## config.mk

```make
export PLATFORM = sky130hd
export DESIGN_NAME = lsp_queue
export DESIGN_NICKNAME = d
export VERILOG_FILES = /design/src/design/lsp_pkg.sv /design/src/design/lsp_queue.sv
export SDC_FILE = /design/constraint.sdc
export NUM_CORES = 1
export LEC_CHECK = 0
export ABC_CLOCK_PERIOD_IN_PS = 3000
export BUFFER_PORTS_ARGS = -buffer_cell sky130_fd_sc_hd__buf_2
export CAP_MARGIN = 30
export CORE_UTILIZATION = 57
export CTS_CLUSTER_SIZE = 30
export DETAILED_ROUTE_END_ITERATION = 7
export GPL_ROUTABILITY_DRIVEN = 0
export PLACE_DENSITY = 0.83
export SLEW_MARGIN = 20
export SYNTH_ARGS = -nofsm -noshare
export SYNTH_HDL_FRONTEND = slang
export SYNTH_SLANG_ARGS = --single-unit
```

## constraint.sdc

```tcl
create_clock -name clk -period 3 [get_ports clk]
set_input_delay 0.3 -clock clk [delete_from_list [all_inputs] [get_ports clk]]
set_output_delay 0.3 -clock clk [all_outputs]
set_load 0.02 [all_outputs]
```

## src/design/lsp_pkg.sv

```systemverilog
// ----------------------------------------------------------------------------
// lsp_pkg
// Types, constants and arithmetic helpers of the linear to sRGB pixel encoder.
// ----------------------------------------------------------------------------
`default_nettype none

package lsp_pkg;

	// segment table and thresholds
	localparam int SEGMENT_COUNT = 8;
	localparam int SEG_IDX_W = 4;
	localparam logic [31:0] ONE_BITS = 32'h3F80_0000;
	localparam logic [31:0] SMALL_LIMIT = 32'h3B4D_2BE7;
	localparam logic [27:0] SMALL_SCALE_Q16 = 28'd215914906;
	localparam logic [27:0] ALPHA_SCALE_Q16 = 28'd16711680;
	localparam int QUEUE_DEPTH_DEF = 4;

	// colour lanes
	localparam int LANE_RED = 0;
	localparam int LANE_GREEN = 1;
	localparam int LANE_BLUE = 2;

	typedef struct packed {
		logic [31:0] red_bits;
		logic [31:0] green_bits;
		logic [31:0] blue_bits;
		logic [31:0] alpha_bits;
		logic last_in;
	} pixel_in_t;

	typedef struct packed {
		logic [7:0] blue_code;
		logic [7:0] green_code;
		logic [7:0] red_code;
		logic [7:0] alpha_code;
		logic last_out;
	} pixel_out_t;

	// classified pixel handed from front to back
	typedef struct packed {
		logic [2:0][31:0] x;
		logic [2:0] lin_sel;
		logic [31:0] alpha_x;
		logic last;
	} lsp_item_t;

	localparam logic signed [31:0] SEG_COEF [0:SEGMENT_COUNT][0:3] = '{
		'{32'sd92698747, -32'sd46017890, 32'sd27976929, -32'sd761472},
		'{32'sd18809648, -32'sd19423568, 32'sd24719485, -32'sd625484},
		'{32'sd6022475, -32'sd10442929, 32'sd22597737, -32'sd456612},
		'{32'sd2880332, -32'sd7006313, 32'sd21339305, -32'sd302287},
		'{32'sd1665119, -32'sd5211858, 32'sd20453795, -32'sd156248},
		'{32'sd1076105, -32'sd4118430, 32'sd19776082, -32'sd15997},
		'{32'sd748553, -32'sd3386516, 32'sd19230306, 32'sd119820},
		'{32'sd548648, -32'sd2864420, 32'sd18775399, 32'sd252054},
		'{32'sd0, 32'sd0, 32'sd0, 32'sd16711680}
	};

	function automatic logic signed [31:0] seg_coef(logic [SEG_IDX_W-1:0] idx, logic [1:0] k);
		logic [SEG_IDX_W-1:0] i;
		i = (idx > SEG_IDX_W'(SEGMENT_COUNT)) ? SEG_IDX_W'(SEGMENT_COUNT) : idx;
		return SEG_COEF[i][k];
	endfunction

	// negatives to zero, above one (also positive nans) to one
	function automatic logic [31:0] clamp_bits(logic [31:0] p);
		logic [31:0] r;
		if (p[31])
			r = '0;
		else if (p > ONE_BITS)
			r = ONE_BITS;
		else
			r = p;
		return r;
	endfunction

	// exact truncating decode of a clamped pattern to q1.31
	function automatic logic [31:0] to_q31(logic [31:0] p);
		logic [7:0] e;
		logic [31:0] m;
		logic [7:0] amt;
		logic [31:0] r;
		e = p[30:23];
		m = {8'd0, (e != 8'd0), p[22:0]};
		if (e == 8'd0)
			e = 8'd1;
		if (e >= 8'd119) begin
			amt = e - 8'd119;
			r = m << amt[3:0];
		end else begin
			amt = 8'd119 - e;
			r = m >> amt;
		end
		return r;
	endfunction

	// linear scale, round half up from q.47, saturate to a byte
	function automatic logic [7:0] lin_code(logic [31:0] x, logic [27:0] scale);
		logic [59:0] prod;
		logic [60:0] sum;
		logic [13:0] v;
		prod = 60'(x) * 60'(scale);
		sum = 61'(prod) + (61'd1 << 46);
		v = sum[60:47];
		return (v > 14'd255) ? 8'd255 : v[7:0];
	endfunction

endpackage

`default_nettype wire

```

## src/design/lsp_queue.sv

```systemverilog
// ----------------------------------------------------------------------------
// lsp_queue
// Short register queue decoupling the front from the back.
// ----------------------------------------------------------------------------
`default_nettype none

module lsp_queue #(
	parameter int DEPTH = lsp_pkg::QUEUE_DEPTH_DEF
) (
	input  wire                    clk,
	input  wire                    arst_n,
	input  wire                    push_valid,
	output logic                   push_ready,
	input  lsp_pkg::lsp_item_t     push_data,
	output logic                   pop_valid,
	input  wire                    pop_ready,
	output lsp_pkg::lsp_item_t     pop_data
);
	import lsp_pkg::*;

	localparam int PW = (DEPTH > 1) ? $clog2(DEPTH) : 1;
	localparam int CW = $clog2(DEPTH + 1);

	lsp_item_t       mem_q [DEPTH];
	logic [PW-1:0]   wr_ptr_q;
	logic [PW-1:0]   rd_ptr_q;
	logic [CW-1:0]   count_q;
	logic            push;
	logic            pop;

	assign push_ready = (count_q != CW'(DEPTH));
	assign pop_valid = (count_q != '0);
	assign push = push_valid && push_ready;
	assign pop = pop_valid && pop_ready;
	assign pop_data = mem_q[rd_ptr_q];

	// pointers and fill level
	always_ff @(posedge clk or negedge arst_n) begin
		if (!arst_n) begin
			wr_ptr_q <= '0;
			rd_ptr_q <= '0;
			count_q <= '0;
		end else begin
			if (push)
				wr_ptr_q <= (wr_ptr_q == PW'(DEPTH - 1)) ? '0 : wr_ptr_q + 1'b1;
			if (pop)
				rd_ptr_q <= (rd_ptr_q == PW'(DEPTH - 1)) ? '0 : rd_ptr_q + 1'b1;
			if (push && !pop)
				count_q <= count_q + 1'b1;
			else if (pop && !push)
				count_q <= count_q - 1'b1;
		end
	end

	// storage
	always_ff @(posedge clk) begin
		if (push)
			mem_q[wr_ptr_q] <= push_data;
	end

endmodule

`default_nettype wire

```

==> results of run 1 <==
-- cell families (layout without fill, tap and decap cells) --
group,count (synthesis),in the layout,share of synthesized area [%]
simple gates,11,11,0.373
other cells,0,1,0
flops,535,535,82.3
mux,137,137,15.6
xor+xnor,3,3,0.135
fa+ha+maj,7,7,0.488
buf+inv,33,513,1.07
-- power groups by stage --
| stage | sequential [mW] | clock (mW) | combinational, mW |
|---|---|---|---|
| floorplan | 10.3 | 0 | 5.36 |
| global placement | 10.3 | 0 | 7.67 |
| detailed placement | 10.5 | 0 | 7.74 |
| CTS | 10.3 | 6.28 | 7.94 |
| global route | 10.4 | 6.58 | 8.24 |
| finish | 10.3 | 6.19 | 7.81 |
-- sequential cells by signal, indices dropped and copies added, names as in the netlist --
register,flops
rd_ptr_q,2
wr_ptr_q,2
mem_q,528
count_q,3
-- final cells by class --
| cell class | instances | area [µm²] | area share [%] |
|---|---|---|---|
| tap | 448 | 561 | 2.29 |
| antenna | 1 | 2.50 | 0.0102 |
| clock buffer | 65 | 1370 | 5.61 |
| inverter | 3 | 11.3 | 0.0461 |
| clock inverter | 27 | 244 | 0.999 |
| multi-input combinational | 158 | 3250 | 13.3 |
| sequential | 535 | 16000 | 65.6 |
| timing repair buffer | 418 | 2960 | 12.1 |
-- timing repair --
| action | CTS | global route |
|---|---|---|
| setup buffers | 0 | 0 |
| hold buffers | 133 | 0 |
| endpoints found under the hold margin | 535 | 0 |
| resized for setup | 0 | 0 |
-- layout by cell type (no fill, tap or decap) --
| cell | n |
|---|---|
| edfxtp_1 | 528 |
| buf_2 | 269 |
| dlygate4sd3_1 | 133 |
| mux4_2 | 132 |
| clkbuf_16 | 53 |
| clkinv_1 | 13 |
| buf_12 | 13 |
| clkbuf_1 | 12 |
| clkinv_2 | 9 |
| ha_1 | 6 |
| bufinv_16 | 5 |
| dfrtp_1 | 5 |
| and3_4 | 4 |
| inv_1 | 3 |
| mux2_2 | 3 |
| nor2_1 | 3 |
| buf_4 | 3 |
| mux2_4 | 2 |
| xor2_1 | 2 |
| dfrtp_4 | 2 |
| diode_2 | 1 |
| or3b_4 | 1 |
| and2_4 | 1 |
| or3_2 | 1 |
| nand2_1 | 1 |
| xnor2_1 | 1 |
| fa_1 | 1 |
-- layer usage --
metal  global-route usage (%)  vias up  routed length [µm]
met5                        0        -                   0
met4                     8.73        0                1190
met3                     4.99       77                2760
met2                     38.7      374               20200
met1                     29.0     4808               14700
li1                         -     4041                   -
-- path summary, 6_finish.rpt --
check	to	slack [ns]	cells after the start
min	wr_ptr_q[1]	0.11	2
min reg2reg	count_q[2]	0.49	1
min in group clk	rd_ptr_q[1]	0.16	3
max	pop_data[24]	0.42	3
max in group asynchronous	rd_ptr_q[0]	2.71	2
max reg2reg	count_q[2]	0.82	8
==> run_results.csv, run 1 <==
group,metric,value,unit
run_status,status,"finished clean",
worst_setup_path,critical_path.top_delay_family,"multiplexers",
logic_synthesis,ys_seq_area_share,82.3,%
worst_setup_path,crit_fanout,59,
clock_tree,insertion_delay,0.57,ns
placement,placed_cells,1429,
power_and_ir_drop,p_int,16.7,mW
power_and_ir_drop,p_seq_share,42.4,%
sta,rsz0062_at_grt,"false",
worst_setup_path,worstSetupPathType,"register to output port",
placement,io_buffers,269,
logic_synthesis,ys_ff_latch,535,
worst_setup_path,cp.required,2.70,ns
clock_tree,clk_path_buf_depth,3,
clock_tree,numCtsBuffers,51,
logic_synthesis,synth.distinct_cells,20,
worst_setup_path,r2r_start,"count_q[1]",
clock_tree,cts.clk_slew.worst_paths,0.06,ns
finish,utilization,72.9,%
logic_synthesis,synth_top_area_share,81.4,%
power_and_ir_drop,power.share.combinational,32.1,%
clock_tree,htreeDepth,2,
logic_synthesis,synth_warnings,0,
floorplanning,die_x,187,µm
flow_run,cap_violations,0,
power_and_ir_drop,power_leakage,8.42,nW
power_and_ir_drop,finalPower,24.3,mW
global_route,grt_use_total,22.8,%
logic_synthesis,netlist_instances,726,
sta,final_max_slew_viol_count,0,
power_and_ir_drop,power_switching,7.60,mW
sta,fmax,388,MHz
power_and_ir_drop,p_per_area,995,nW/µm²
worst_setup_path,crit_path_end_kind,"output port",
global_route,grt_pass1_vias,9978,
sta,setup_violations,0,
placement,place_hpwl,21.4,mm
floorplanning,fp.coreArea,33500,µm²
worst_setup_path,critical_path.cell_chain,"buf_12 -> mux4_2 -> buf_2",
floorplanning,rows,67,
detailed_routing,viasPerCell,5.62,
floorplanning,io_pins,270,
sta,finalCritPeriodShare,86.0,%
logic_synthesis,syn_avg_cell_area,26.8,µm²
finish,syn2layout_area_growth,25.5,%
detailed_routing,drt_pass1_iterations,5,
detailed_routing,detail_route.wl_per_cell,23.5,µm
global_route,grt_max_degree,77,
placement,place_area,21500,µm²
logic_synthesis,async_flop_share,1.31,%
worst_setup_path,slowest_stage,"mux4_2",
detailed_routing,num_vias,9300,
floorplanning,die-area,34900,µm²
logic_synthesis,syn_area,19500,µm²
clock_tree,cts_tree,"built",
finish,layout-drive-gt1-share,41.3,%
sta,hold_violations,0,
sta,finClkSkew,0.0102,ns
logic_synthesis,ys_top_cells_by_count,"edfxtp_1, mux4_2, buf_2, buf_6, dfrtp_1",
sta,hold_slack,0.114,ns
min_path,hold_class,"input pin to asynchronous set/reset pin",
logic_synthesis,synth_area_leaders,"edfxtp_1, mux4_2, dfrtp_1",
global_route,grt_pass1_wl,58.9,mm
detailed_routing,drc,0,
power_and_ir_drop,p_clk_share,25.4,%
floorplanning,die_h,187,µm
clock_tree,clock-sinks,535,
logic_synthesis,synth_edf_count,528,
sta,max_slew_margin,59.2,%
worst_setup_path,critical_path.startpoint,"rd_ptr_q[0]",
logic_synthesis,yosysMostFrequentCell,"edfxtp_1",
worst_setup_path,worst_ep_arrival_time,2.28,ns
sta,finalSetupTns,0,ns
finish,nFillCells,1896,
floorplanning,start_util,58.1,%
power_and_ir_drop,ir_drop,0.000687,V
placement,pre_cts_slack,0.813,ns
power_and_ir_drop,netSwitchingFraction,31.2,%
sta,worstMarginPinSlew,0.611,ns
detailed_routing,ant_nets,0,
logic_synthesis,synth_ff_type,"edfxtp_1",
worst_setup_path,start_kind,"register",
logic_synthesis,synth_area_leader_cell,"edfxtp_1",
detailed_routing,totalWireLength,38.8,mm
finish,layout.nets,1310,
worst_setup_path,crit_buf_inv,2,
logic_synthesis,synth_nets,869,
worst_setup_path,max_stage_delay,0.62,ns
sta,layout_setup_ws,0.420,ns
clock_tree,cts-root-buf,"clkbuf_16",
finish,layout.cells.non_filler,1655,
sta,period_needed,2.58,ns
global_route,overflow,0,
detailed_routing,drt_iter0_drc,712,
finish,final_cell_area,24400,µm²
global_route,antenna_found_initial,1,
(Power assumes the default switching activity.)
==> inputs of run 2 (changes only) <==
- ABC_CLOCK_PERIOD_IN_PS: 3000 -> 2600
- clock period: 3 -> 2.6 ns (I/O delays scaled with it)
==> run 2 against run 1 <==
Effect of this change:
- via count is 1.7% higher
- critical endpoint is now pop_data[11]
- first-iteration DRC count is 4.9% higher
- non-clock buffer count is 7 higher
==> run_results.csv, run 2 (synthesis results as in run 1) <==
group,metric,value,unit
worst_setup_path,crit_buf_inv,2,
clock_tree,clk_path_buf_depth,3,
clock_tree,cts_tree,"built",
sta,setup_violations,0,
floorplanning,rows,67,
detailed_routing,drt_iter0_drc,747,
sta,period_needed,2.53,ns
sta,layout_setup_ws,0.0668,ns
floorplanning,die_x,187,µm
placement,place_hpwl,21.5,mm
detailed_routing,ant_nets,0,
detailed_routing,drc,0,
global_route,use_met3,5.74,%
worst_setup_path,slowest_stage,"mux4_2",
global_route,grt_pass1_wl,61.4,mm
floorplanning,die-area,34900,µm²
finish,syn2layout_area_growth,26.8,%
worst_setup_path,start_kind,"register",
clock_tree,cts.clk_slew.worst_paths,0.06,ns
floorplanning,fp.coreArea,33500,µm²
worst_setup_path,worst_ep_arrival_time,2.27,ns
clock_tree,cts_setup_buffers,0,
worst_setup_path,worstSetupPathType,"register to output port",
worst_setup_path,crit_path_end_kind,"output port",
detailed_routing,num_vias,9459,
worst_setup_path,r2r_cells,8,
worst_setup_path,r2r_start,"count_q[1]",
finish,top_register,"mem_q",
detailed_routing,drt_pass1_iterations,4,
sta,hold_violations,0,
sta,rsz0062_at_grt,"true",
finish,layout.nets,1317,
detailed_routing,viasPerCell,5.68,
power_and_ir_drop,ir_drop,0.000756,V
placement,place_area,21600,µm²
power_and_ir_drop,power_leakage,8.54,nW
global_route,use_met2,42.5,%
clock_tree,numCtsBuffers,51,
floorplanning,die_h,187,µm
clock_tree,insertion_delay,0.56,ns
worst_setup_path,r2r_slack,0.41,ns
worst_setup_path,critical_path.cell_chain,"buf_16 -> mux4_2 -> buf_2",
finish,layout-drive-gt1-share,42.6,%
sta,fmax,395,MHz
global_route,top_usage_layer,"met2",
detailed_routing,totalWireLength,40.9,mm
floorplanning,io_pins,270,
placement,io_buffers,269,
finish,final_common_cell,"edfxtp_1",
global_route,grt_pass1_vias,10300,
clock_tree,clock-sinks,535,
global_route,antenna_found_initial,3,
worst_setup_path,rr_endpoint,"count_q[2]",
sta,hold_slack,0.110,ns
sta,final_max_slew_viol_count,0,
finish,layout.cells.non_filler,1666,
clock_tree,htreeDepth,2,
finish,largest_register_ffs,528,
flow_run,cap_violations,0,
run_status,status,"finished clean",
placement,placed_cells,1436,
sta,worstMarginPinSlew,0.491,ns
finish,final_cell_area,24700,µm²
placement,pre_cts_slack,0.417,ns
worst_setup_path,crit_fanout,43,
sta,finClkSkew,0.0140,ns
global_route,grt_use_total,23.9,%
min_path,hold_class,"input pin to asynchronous set/reset pin",
clock_tree,cts-root-buf,"clkbuf_16",
finish,nFillCells,1825,
sta,max_slew_margin,67.3,%
global_route,gr-usage-met1,29.0,%
worst_setup_path,max_stage_delay,0.60,ns
worst_setup_path,critical_path.top_delay_family,"multiplexers",
power_and_ir_drop,p_per_area,1160,nW/µm²
floorplanning,start_util,58.1,%
global_route,grt_max_degree,75,
global_route,overflow,0,
detailed_routing,detail_route.wl_per_cell,24.6,µm
finish,mostFrequentLayoutCells,"edfxtp_1, buf_2, dlygate4sd3_1",
finish,reg.largest.list,"mem_q x528, count_q x3",
finish,utilization,73.6,%
sta,finalCritPeriodShare,97.4,%
worst_setup_path,cp.required,2.34,ns
-- run 2: cell types whose count changed in the layout (fill, tap and decap cells not counted) --
| cell | change |
|---|---|
| buf_4 | +1 |
| buf_6 | +10 |
| clkinv_2 | +9 |
| buf_16 | +1 |
| clkinvlp_4 | +1 |
| diode_2 | +1 |
| clkbuf_1 | -7 |
| bufinv_16 | +1 |
| clkinv_4 | +2 |
| buf_12 | +4 |
| buf_2 | -9 |
| clkinv_1 | -3 |
-- run 2: area by class of cell --
class / count / area (µm²) / share of cell area [%]
clock inverter: 37 / 333 / 1.35
sequential: 535 / 16000 / 65.0
inverter: 3 / 11.3 / 0.0456
tap: 448 / 561 / 2.27
timing repair buffer: 425 / 3140 / 12.7
clock buffer: 58 / 1350 / 5.45
multi-input combinational: 158 / 3250 / 13.2
antenna: 2 / 5.00 / 0.0203
-- run 2: what timing repair did --
item	4_1_cts	5_1_grt
hold buffers	133	0
pin swaps	0	0
endpoints found under the setup margin	10	42
resized for setup	1	20
endpoints found under the hold margin	535	0
-- run 2: worst max-delay path by stage --
| stage | from | to | slack [ns] | depth (start not counted) |
|---|---|---|---|---|
| after floorplan | count_q[2] | mem_q[0][0] | -0.17 | 2 |
| after global placement | count_q[1] | count_q[2] | 0.46 | 8 |
| after detailed placement | count_q[1] | count_q[2] | 0.42 | 8 |
| after CTS | rd_ptr_q[0] | pop_data[35] | 0.005 | 3 |
| after global routing | rd_ptr_q[0] | pop_data[11] | -0.05 | 3 |
| final | rd_ptr_q[0] | pop_data[11] | 0.07 | 3 |
-- run 2: per-stage QoR --
stage | power (mW) | setup TNS [ns]
finish | 28.7 | 0
global route | 29.8 | -0.301
detailed placement | 21.1 | 0
floorplan | 18.1 | -91.49
global placement | 20.9 | 0
CTS | 28.7 | 0
-- run 2: layer usage --
layer	vias to the layer above	routed length [µm]	share of wire (%)
met5	-	13	0.032
met4	2	1030	2.5
met3	80	2940	7.2
met2	372	22000	54
met1	4946	15000	37
li1	4059	-	-
-- run 2: report_power, final --
group / switching [mW] / internal [mW]
clock: 3.03 / 4.31
combinational: 5.42 / 3.98
sequential: 0.592 / 11.4
total: 9.04 / 19.7
